$ cat config.mk
export PLATFORM = sky130hd
export DESIGN_NAME = no_repeat_random_track_picker
export DESIGN_NICKNAME = d
export VERILOG_FILES = /design/src/nrrtp_pkg.sv /design/src/nrrtp_rem.sv /design/src/no_repeat_random_track_picker.sv
export VERILOG_INCLUDE_DIRS = /design/src /design/src/src
export SDC_FILE = /design/constraint.sdc
export NUM_CORES = 1
export LEC_CHECK = 0
export BUFFER_PORTS_ARGS = -buffer_cell sky130_fd_sc_hd__buf_4
export CAP_MARGIN = 20
export CORE_MARGIN = 2
export CORE_UTILIZATION = 45
export CTS_BUF_LIST = sky130_fd_sc_hd__clkbuf_16
export DETAILED_ROUTE_END_ITERATION = 10
export SETUP_SLACK_MARGIN = 0.02
export SYNTH_ARGS = -nofsm -noshare
export SYNTH_HDL_FRONTEND = slang
export SYNTH_SLANG_ARGS = --single-unit
$ cat constraint.sdc
create_clock -name clk -period 11.2 [get_ports clk]
set_clock_uncertainty 0.2 [all_clocks]
set_input_delay 0 -clock clk [delete_from_list [all_inputs] [get_ports clk]]
set_output_delay 0 -clock clk [all_outputs]
set_load 0.05 [all_outputs]
$ cat src/no_repeat_random_track_picker_assert.svh
// assertion macros for the track picker rtl
// needs clk and arst_n in the scope where a macro is used
`ifndef NO_REPEAT_RANDOM_TRACK_PICKER_ASSERT_SVH
`define NO_REPEAT_RANDOM_TRACK_PICKER_ASSERT_SVH

// antecedent implies consequent in the same cycle
`define NRRTP_ASSERT_NOW(lbl, ante, cons) \
	lbl: assert property (@(posedge clk) disable iff (!arst_n) (ante) |-> (cons)) \
		else $error("nrrtp same-cycle check failed");

// antecedent implies consequent in the following cycle
`define NRRTP_ASSERT_NEXT(lbl, ante, cons) \
	lbl: assert property (@(posedge clk) disable iff (!arst_n) (ante) |=> (cons)) \
		else $error("nrrtp next-cycle check failed");

`endif

$ cat src/nrrtp_pkg.sv
// shared types and constants for the no-repeat random track picker
// no dependencies
package nrrtp_pkg;

	localparam int unsigned MAX_TRACKS  = 256;
	localparam int unsigned INDEX_LIMIT = 256;
	localparam int unsigned CNT_LIMIT   = (MAX_TRACKS < INDEX_LIMIT) ? MAX_TRACKS : INDEX_LIMIT;

	localparam logic [31:0] FNV_BASIS   = 32'd2166136261;
	localparam logic [31:0] ZERO_ESCAPE = 32'h9e3779b9;

	localparam logic [1:0] OP_RESTART = 2'd0;
	localparam logic [1:0] OP_FOLD    = 2'd1;
	localparam logic [1:0] OP_DRAW    = 2'd2;

	typedef struct packed {
		logic [1:0] op;
		logic [7:0] seed_byte;
	} item_t;

	typedef struct packed {
		logic [7:0] track_index;
		logic       no_tracks;
	} result_t;

	typedef struct packed {
		logic        start;
		logic [31:0] dividend;
		logic [8:0]  divisor;
		logic [5:0]  nbits;
	} rem_req_t;

	typedef struct packed {
		logic       done;
		logic [7:0] rem;
	} rem_rsp_t;

endpackage

$ cat src/nrrtp_rem.sv
// iterative remainder unit, one dividend bit per cycle, msb first
// depends on nrrtp_pkg
module nrrtp_rem (
	input  logic               clk,
	input  logic               arst_n,
	input  nrrtp_pkg::rem_req_t req,
	output nrrtp_pkg::rem_rsp_t rsp
);
	import nrrtp_pkg::*;

	logic        busy_q;
	logic [5:0]  cnt_q;
	logic [31:0] dvd_q;
	logic [8:0]  div_q;
	logic [7:0]  rem_q;
	logic [8:0]  trial;
	logic [7:0]  rem_next;

	assign trial    = {rem_q, dvd_q[31]};
	assign rem_next = (trial >= div_q) ? 8'(trial - div_q) : trial[7:0];

	always_ff @(posedge clk or negedge arst_n) begin
		if (!arst_n) begin
			busy_q <= 1'b0;
			cnt_q  <= '0;
		end else if (req.start) begin
			busy_q <= 1'b1;
			cnt_q  <= req.nbits;
		end else if (busy_q) begin
			cnt_q <= cnt_q - 6'd1;
			if (cnt_q == 6'd1) begin
				busy_q <= 1'b0;
			end
		end
	end

	always_ff @(posedge clk) begin
		if (req.start) begin
			dvd_q <= req.dividend;
			div_q <= req.divisor;
			rem_q <= '0;
		end else if (busy_q) begin
			dvd_q <= {dvd_q[30:0], 1'b0};
			rem_q <= rem_next;
		end
	end

	assign rsp.done = busy_q && (cnt_q == 6'd1);
	assign rsp.rem  = rem_next;

endmodule

$ cat src/no_repeat_random_track_picker.sv
// top level of the no-repeat random track picker
// depends on nrrtp_pkg, nrrtp_rem and no_repeat_random_track_picker_assert.svh
//
// Restart and seed-byte requests are handled in ST_IDLE and give no result. A draw
// request gives one result. With no tracks, as the first pick, or with a single
// track, the draw goes from ST_PREP straight to ST_DONE. Otherwise it runs the shared
// one-bit-per-cycle remainder unit twice (32 steps for the random value modulo
// count minus one, then 9 steps for the index wrap) in ST_MOD1 and ST_MOD2 before
// ST_DONE. In either case ST_DONE hands the result to the output register and the
// next request can be taken once that is done. item_stall is high while a draw is
// in progress and while a finished draw waits for the result register to free up.
module no_repeat_random_track_picker #(
	parameter int unsigned MAX_TRACKS = nrrtp_pkg::MAX_TRACKS
) (
	input  logic                clk,
	input  logic                arst_n,
	input  logic                wr_en,
	input  logic [8:0]          wr_data,
	input  logic                item_valid,
	output logic                item_stall,
	input  nrrtp_pkg::item_t    item,
	output logic                result_valid,
	input  logic                result_stall,
	output nrrtp_pkg::result_t  result
);
	import nrrtp_pkg::*;

	`include "no_repeat_random_track_picker_assert.svh"

	localparam int unsigned CNT_MAX = (MAX_TRACKS < INDEX_LIMIT) ? MAX_TRACKS : INDEX_LIMIT;

	localparam logic [2:0] ST_IDLE = 3'd0;
	localparam logic [2:0] ST_PREP = 3'd1;
	localparam logic [2:0] ST_MOD1 = 3'd2;
	localparam logic [2:0] ST_MOD2 = 3'd3;
	localparam logic [2:0] ST_DONE = 3'd4;

	logic [2:0]  state_q;
	logic [8:0]  count_q;
	logic [31:0] shuffle_q;
	logic        first_q;
	logic [7:0]  last_q;
	result_t     res_q;
	result_t     out_q;
	logic        out_valid_q;

	logic        accept;
	logic [8:0]  cnt;
	logic [31:0] fnv_x;
	logic [31:0] fnv_next;
	logic [31:0] xs_a;
	logic [31:0] xs_b;
	logic [31:0] xs_c;
	logic [31:0] xs_next;
	logic [8:0]  sum;
	logic        out_free;
	rem_req_t    u_req;
	rem_rsp_t    u_rsp;

	nrrtp_rem u_rem (
		.clk    (clk),
		.arst_n (arst_n),
		.req    (u_req),
		.rsp    (u_rsp)
	);

	assign accept   = item_valid && !item_stall;
	assign out_free = !out_valid_q || !result_stall;
	assign cnt      = (count_q > 9'(CNT_MAX)) ? 9'(CNT_MAX) : count_q;

	// fnv-1a fold, prime 2^24 + 0x193 as shift-add
	assign fnv_x    = shuffle_q ^ {24'd0, item.seed_byte};
	assign fnv_next = (fnv_x << 24) + (fnv_x << 8) + (fnv_x << 7) + (fnv_x << 4)
		+ (fnv_x << 1) + fnv_x;

	assign xs_a    = (shuffle_q == 32'd0) ? ZERO_ESCAPE : shuffle_q;
	assign xs_b    = xs_a ^ (xs_a << 13);
	assign xs_c    = xs_b ^ (xs_b >> 17);
	assign xs_next = xs_c ^ (xs_c << 5);

	assign sum = 9'(last_q) + 9'd1 + 9'(u_rsp.rem);

	always_comb begin
		u_req = '0;
		if (state_q == ST_PREP) begin
			u_req.start    = (cnt > 9'd1) && !first_q;
			u_req.dividend = xs_next;
			u_req.divisor  = cnt - 9'd1;
			u_req.nbits    = 6'd32;
		end else if (state_q == ST_MOD1) begin
			u_req.start    = u_rsp.done;
			u_req.dividend = {sum, 23'd0};
			u_req.divisor  = cnt;
			u_req.nbits    = 6'd9;
		end
	end

	assign item_stall = (state_q != ST_IDLE);

	always_ff @(posedge clk or negedge arst_n) begin
		if (!arst_n) begin
			state_q     <= ST_IDLE;
			count_q     <= '0;
			shuffle_q   <= FNV_BASIS;
			first_q     <= 1'b1;
			last_q      <= '0;
			out_valid_q <= 1'b0;
		end else begin
			if (wr_en) begin
				count_q <= wr_data;
			end
			if (state_q == ST_DONE && out_free) begin
				out_valid_q <= 1'b1;
			end else if (!result_stall) begin
				out_valid_q <= 1'b0;
			end
			case (state_q)
				ST_IDLE: begin
					if (accept) begin
						case (item.op)
							OP_RESTART: begin
								shuffle_q <= FNV_BASIS;
								first_q   <= 1'b1;
								last_q    <= '0;
							end
							OP_FOLD: shuffle_q <= fnv_next;
							OP_DRAW: state_q   <= ST_PREP;
							default: ;
						endcase
					end
				end
				ST_PREP: begin
					if (cnt == 9'd0) begin
						state_q <= ST_DONE;
					end else if (first_q) begin
						first_q <= 1'b0;
						last_q  <= '0;
						state_q <= ST_DONE;
					end else if (cnt == 9'd1) begin
						last_q  <= '0;
						state_q <= ST_DONE;
					end else begin
						shuffle_q <= xs_next;
						state_q   <= ST_MOD1;
					end
				end
				ST_MOD1: begin
					if (u_rsp.done) begin
						state_q <= ST_MOD2;
					end
				end
				ST_MOD2: begin
					if (u_rsp.done) begin
						last_q  <= u_rsp.rem;
						state_q <= ST_DONE;
					end
				end
				ST_DONE: begin
					if (out_free) begin
						state_q <= ST_IDLE;
					end
				end
				default: state_q <= ST_IDLE;
			endcase
		end
	end

	always_ff @(posedge clk) begin
		if (state_q == ST_PREP) begin
			res_q.track_index <= '0;
			res_q.no_tracks   <= (cnt == 9'd0);
		end else if (state_q == ST_MOD2 && u_rsp.done) begin
			res_q.track_index <= u_rsp.rem;
			res_q.no_tracks   <= 1'b0;
		end
		if (state_q == ST_DONE && out_free) begin
			out_q <= res_q;
		end
	end

	assign result_valid = out_valid_q;
	assign result       = out_q;

	`NRRTP_ASSERT_NOW(a_unit_done_in_mod, u_rsp.done, (state_q == ST_MOD1) || (state_q == ST_MOD2))
	`NRRTP_ASSERT_NOW(a_index_in_range, (state_q == ST_MOD2) && u_rsp.done, 9'(u_rsp.rem) < cnt)
	`NRRTP_ASSERT_NEXT(a_result_from_done, !out_valid_q && (state_q != ST_DONE), !out_valid_q)
	`NRRTP_ASSERT_NEXT(a_first_clear_only_in_prep, first_q && (state_q != ST_PREP) && !accept, first_q)

endmodule

# After elaboration in Yosys (flattened, before gate mapping)
# Index checks and enable logic that the tools add are counted.
# op_classes
addsub	10
muxes	42
n_reduce_logical	23
order_cmp	3
bitwise	4
eq_ne	20
# op_table
operator	count
$mux W32	7
$add A32 B32 Y32	5
$pmux W32 S2	2
$mux W48	2
$xor A32 B32 Y32	2
$mux W8	7
$logic_not A32 Y1	1
$xor A32 B15 Y32	1
$xor A32 B8 Y32	1
$mux W3	8
$pmux W8 S3	1
$pmux W3 S5	1
$ne A2 B2 Y1 const B	7
$mux W6	2
$reduce_and A6 Y1	2
$mux W1	10
$add A8 B1 Y9 const B	1
$add A9 B8 Y9	1
$eq A9 B1 Y1 const B	1
$ge A9 B9 Y1	1
$gt A9 B1 Y1 const B	1
$gt A9 B9 Y1 const B	1
$logic_not A9 Y1	1
$mux W9	1
other kinds (22)	35
# word_totals
regBits	128
elab_cells	117
out_inout_bits	11
inputBits	24

# Longest topological paths before layout
# depth
word_depth	9
mapped_depth	18
depth_no_buf	18

# By module
# Synthesis repeated with hierarchy kept, for this count alone.
# hier_totals
hier_cells	1236
hier_area_um2	11731.3
# by_module_without_submodules
module	seq_area_each_um2	cells_each	n_inst	area_per_inst_um2
no_repeat_random_track_picker	1830.5	990	1	8794.7
nrrtp_rem	1566.5	246	1	2936.6

# Worst setup path after synthesis
# OpenSTA, ideal clock, no wires.
# synth_timing
kind	register to register
start	register shuffle_q[0]
end	register shuffle_q[30]
setup_time_ns	0.124
setup_slack_ns	6.619
stages_incl_launch_ff	17
arrival_time_ns	4.257
t_required_ns	10.876
path_cell_list	dfstp_2 > buf_2 > xor2_1 > inv_1 > fa_1 > fa_1 > fa_1 > inv_1 > ha_1 > and3_1 > clkbuf_1 > a31oi_1 > o21ai_1 > a311o_1 > a21oi_1 > xor2_1 > o21ai_1
# synth_between
elab_chain_cells	9
elab_cells_between_ends	17
# synth_lines
item	line	text
from (decl)	no_repeat_random_track_picker.sv:40	logic [31:0] shuffle_q;
from (signal assigned)	no_repeat_random_track_picker.sv:126	OP_FOLD: shuffle_q <= fnv_next;
from (signal assigned)	no_repeat_random_track_picker.sv:143	shuffle_q <= xs_next;
$xor A32 B8 Y32 or $logic_not A32 Y1 (tied branches)	no_repeat_random_track_picker.sv:72, no_repeat_random_track_picker.sv:76	
$add A32 B32 Y32 or $mux W32 (tied branches)	no_repeat_random_track_picker.sv:73, no_repeat_random_track_picker.sv:76	
$add A32 B32 Y32 or $xor A32 B32 Y32 (tied branches)	no_repeat_random_track_picker.sv:73, no_repeat_random_track_picker.sv:77	
$add A32 B32 Y32 or $xor A32 B15 Y32 (tied branches)	no_repeat_random_track_picker.sv:73, no_repeat_random_track_picker.sv:78	
$add A32 B32 Y32 or $xor A32 B32 Y32 (tied branches)	no_repeat_random_track_picker.sv:74, no_repeat_random_track_picker.sv:79	
$add A32 B32 Y32 or $mux W32 (tied branches)	no_repeat_random_track_picker.sv:74, no_repeat_random_track_picker.sv:139	
$pmux W32 S2 or $mux W32 (tied branches)	no_repeat_random_track_picker.sv:120, no_repeat_random_track_picker.sv:135	
$mux W32, on equally long branches	no_repeat_random_track_picker.sv:119, no_repeat_random_track_picker.sv:133	
$pmux W32 S2 *	no_repeat_random_track_picker.sv:117	case (state_q)
# Mark *: on every way between the ends. The rest lies on a longest branch, timed or not. The select of a mux whose other input is x is not followed.
# A chain may end at the register's enable or synchronous reset.

# Worst setup path in the final report
# Ends and elaborated chain as after synthesis.

==> impl_results.md <==
- Area after DPL: around 0.012 mm²
- Top post-synthesis cells by count: 171 x inv_1, 107 x nand2_1, 93 x ha_1, 81 x xnor2_1, 80 x fa_1
- Worst-path fanout max: 7
- # DRC: 0
- RD Place Congestion: approximately 0.9
- Routed Antenna Nets: 0
- Final hold viol count: 0
- Worst Path Required: 11.31 ns
- Yosys Warn Count: 0
- Initial antenna violation count: 0
- Post-Route WL: 32500 µm
- Design area: 0.0131 mm²
- Post-Synth XOR/XNOR Area: 9.90%
- Post-Synth Simple-Gate Area: between 10% and 20%
- Final worst-path cycle share: between 40% and 50%
- Slew headroom: 37.1%
- Status: finished, final reports clean
- Average cell area after synthesis: ~9.4 µm²
- Synth Area in Adders: between 20% and 30%
- Vias per inst: approximately 5.6
- DP HPWL: 25000 µm
- Post-CTS Setup Bufs: 0
- Vias in the first global route: 9216
- CTS Buf Count: 17
- Later-pin clock latency in the skew report: between 0.4 and 0.5 ns
- Total GRT Usage: between 20% and 30%
- Core ar.: approximately 0.026 mm²
- RSZ-0062 raised after global routing: no
- Synthesized net count: 1447
- H-tree depth: 4
- Final setup TNS: 0 ns
- Post-synthesis cell count: ~1300
- Min Tclk post-route: 5.48 ns
- Vert. Die Dim: roughly 170 µm
- CTS tree: done
- DP Cell Count: ~1600
- Async SR Flop Fraction: a little under half
- Most area-consuming cells after synthesis: fa_1 14%, edfxtp_1 13%, ha_1 9.9%
- Synth top area share: between 10% and 20%
- Cell Area, Synth: between 0.01 and 0.015 mm²
- Library cells used by synthesis: 88
- Worst-path clk slew: 0.06 ns
- Die Wd: 165 µm
- Vias after detailed routing: between 9000 and 10000
- Crit path DAT: between 5 and 6 ns
- Layout cell share with drive strength beyond 1: 9.98%
- Yosys reg bits: 128
- Critical path class: reg2reg
- Cell row count: 59
- Largest net degree at the start of global routing: slightly above 60
- Root Buffer: clkbuf_16
- Initial Util: a little under half
- HP Class: in2async
- CTS Buffer Depth: 2
- Least-Margin Pin Slew: 0.944 ns
- Fin cells: about 1600
- Max cap viols: 0
- CTS sink cnt: between 100 and 150
- DR iter-0 viols: 726
- Area leader, netlist: fa_1
- Die area: ~0.027 mm²
- Top-count cell post-synth: inv_1
- CP startpoint kind: flop
- First-pass GRT wire length: approximately 52000 µm
- Routed len/inst: 19.8 µm
- Post-synthesis sequential area ratio: ~29%
- Setup violations, final: 0
- # IOs: 35
- Compound-gate portion of the synthesized area: between 10% and 20%
- Grt ovf: 0
- # diodes: 0
- Top FF cell, synth: edfxtp_1
- Slew Viols, Final: 0
- Final-stage net count: 1486
- Port buffer count: 34
- Pre-antenna DRT Iters: 8
- Area Overhead vs Synth: 11.9%
- Mux cell area share after synthesis: approximately 1.2%
- Max Freq: between 150 and 200 MHz
- EDFF count, synth: 51
- CP endpoint kind: flop
- Main combinational cell family by area after synthesis: adder cells
## cell type report
class,count,area (µm²)
Tap cell,335,419
Timing Repair Buffer,70,598
Clock buffer,17,425
Sequential cell,128,3400
Fill cell,2413,12700
Multi-Input combinational cell,899,7460
Clock inverter,15,168
Inverter,173,649
## worst max-delay path, cell delays in order, from the launching register on
cell and delay [ns]:
dfstp_2 0.63, xor2_1 0.73, inv_1 0.15, fa_1 0.55
fa_1 0.47, fa_1 0.56, inv_1 0.05, ha_1 0.37
and3_1 0.30, a31oi_1 0.19, o21ai_1 0.18, a311o_1 0.39
a21oi_1 0.17, xor2_1 0.32, o21ai_1 0.10
## registers in the layout (all words and copies together) (netlist names), 3 cells and up
| register | count |
|---|---|
| shuffle_q | 32 |
| u_rem.dvd_q | 32 |
| count_q | 9 |
| res_q | 9 |
| result | 9 |
| u_rem.div_q | 9 |
| last_q | 8 |
| u_rem.rem_q | 8 |
| u_rem.cnt_q | 6 |
| state_q | 3 |
## routing by layer
metal,global-route usage [%],wire length [µm],up-vias
li1,-,-,4334
met4,10.1,1130,0
met5,0,0,-
met2,39.3,14800,327
met1,34.6,14700,4499
met3,4.22,1830,71
## cell usage in the layout, fill, tap and decap left out, drive strengths merged, types with 15 or more instances in the layout
master       netlist  final
dfxtp             16     16
nand2            109    109
xor2              47     47
a21o              22     22
clkbuf            21     17
nand3             18     18
a211oi            16     16
nor2              67     67
edfxtp            51     51
fa                80     80
a31oi             16     16
nor3              15     15
buf               29     41
a21oi             66     66
dlygate4sd3        0     29
inv              173    176
dfstp             15     15
xnor2             82     82
ha                93     93
o21ai            108    108
dfrtp             46     46
## what timing repair did
action	CTS	global route
hold buffers	29	0
gates resized for setup	0	0
endpoints found under the hold margin	91	0
## per-stage QoR
stage               util (%)  hold WS [ns]  worst slack [ns]
floorplan                  -        -0.496              6.62
detailed placement      47.3      -0.00811              5.87
global route            50.8        0.0941              5.57
CTS                     50.8        0.0433              5.83
global placement        47.3       -0.0128              5.86
finish                  50.8        0.0324              5.72
## final timing paths
kind,from,slack [ns],end,depth (start not counted)
min reg2reg,res_q[4]$_SDFFE_PP0P_,0.23,result[4]$_DFFE_PP_,0
max reg2reg,shuffle_q[0]$_DFFE_PN1P_,5.72,shuffle_q[30]$_DFFE_PN0P_,14
min,arst_n,0.03,shuffle_q[3]$_DFFE_PN0P_,2
min in group clk,item[9],0.06,last_q[4]$_DFFE_PN0P_,6
max in group asynchronous,arst_n,10.19,result_valid$_DFFE_PN0P_,2
max,shuffle_q[0]$_DFFE_PN1P_,5.72,shuffle_q[30]$_DFFE_PN0P_,14
## logic make-up after synthesis
group / after synthesis
AOI/OAI and AO/OA: 319
xor gates and xnor gates: 129
adders and majority gates: 173
buffers and inverters: 223
DFF: 128
muxes: 13
and+or+nand+nor: 265
Power is not shown: default switching activity piles up to over one toggle a cycle in this logic, so the estimate is an artifact.
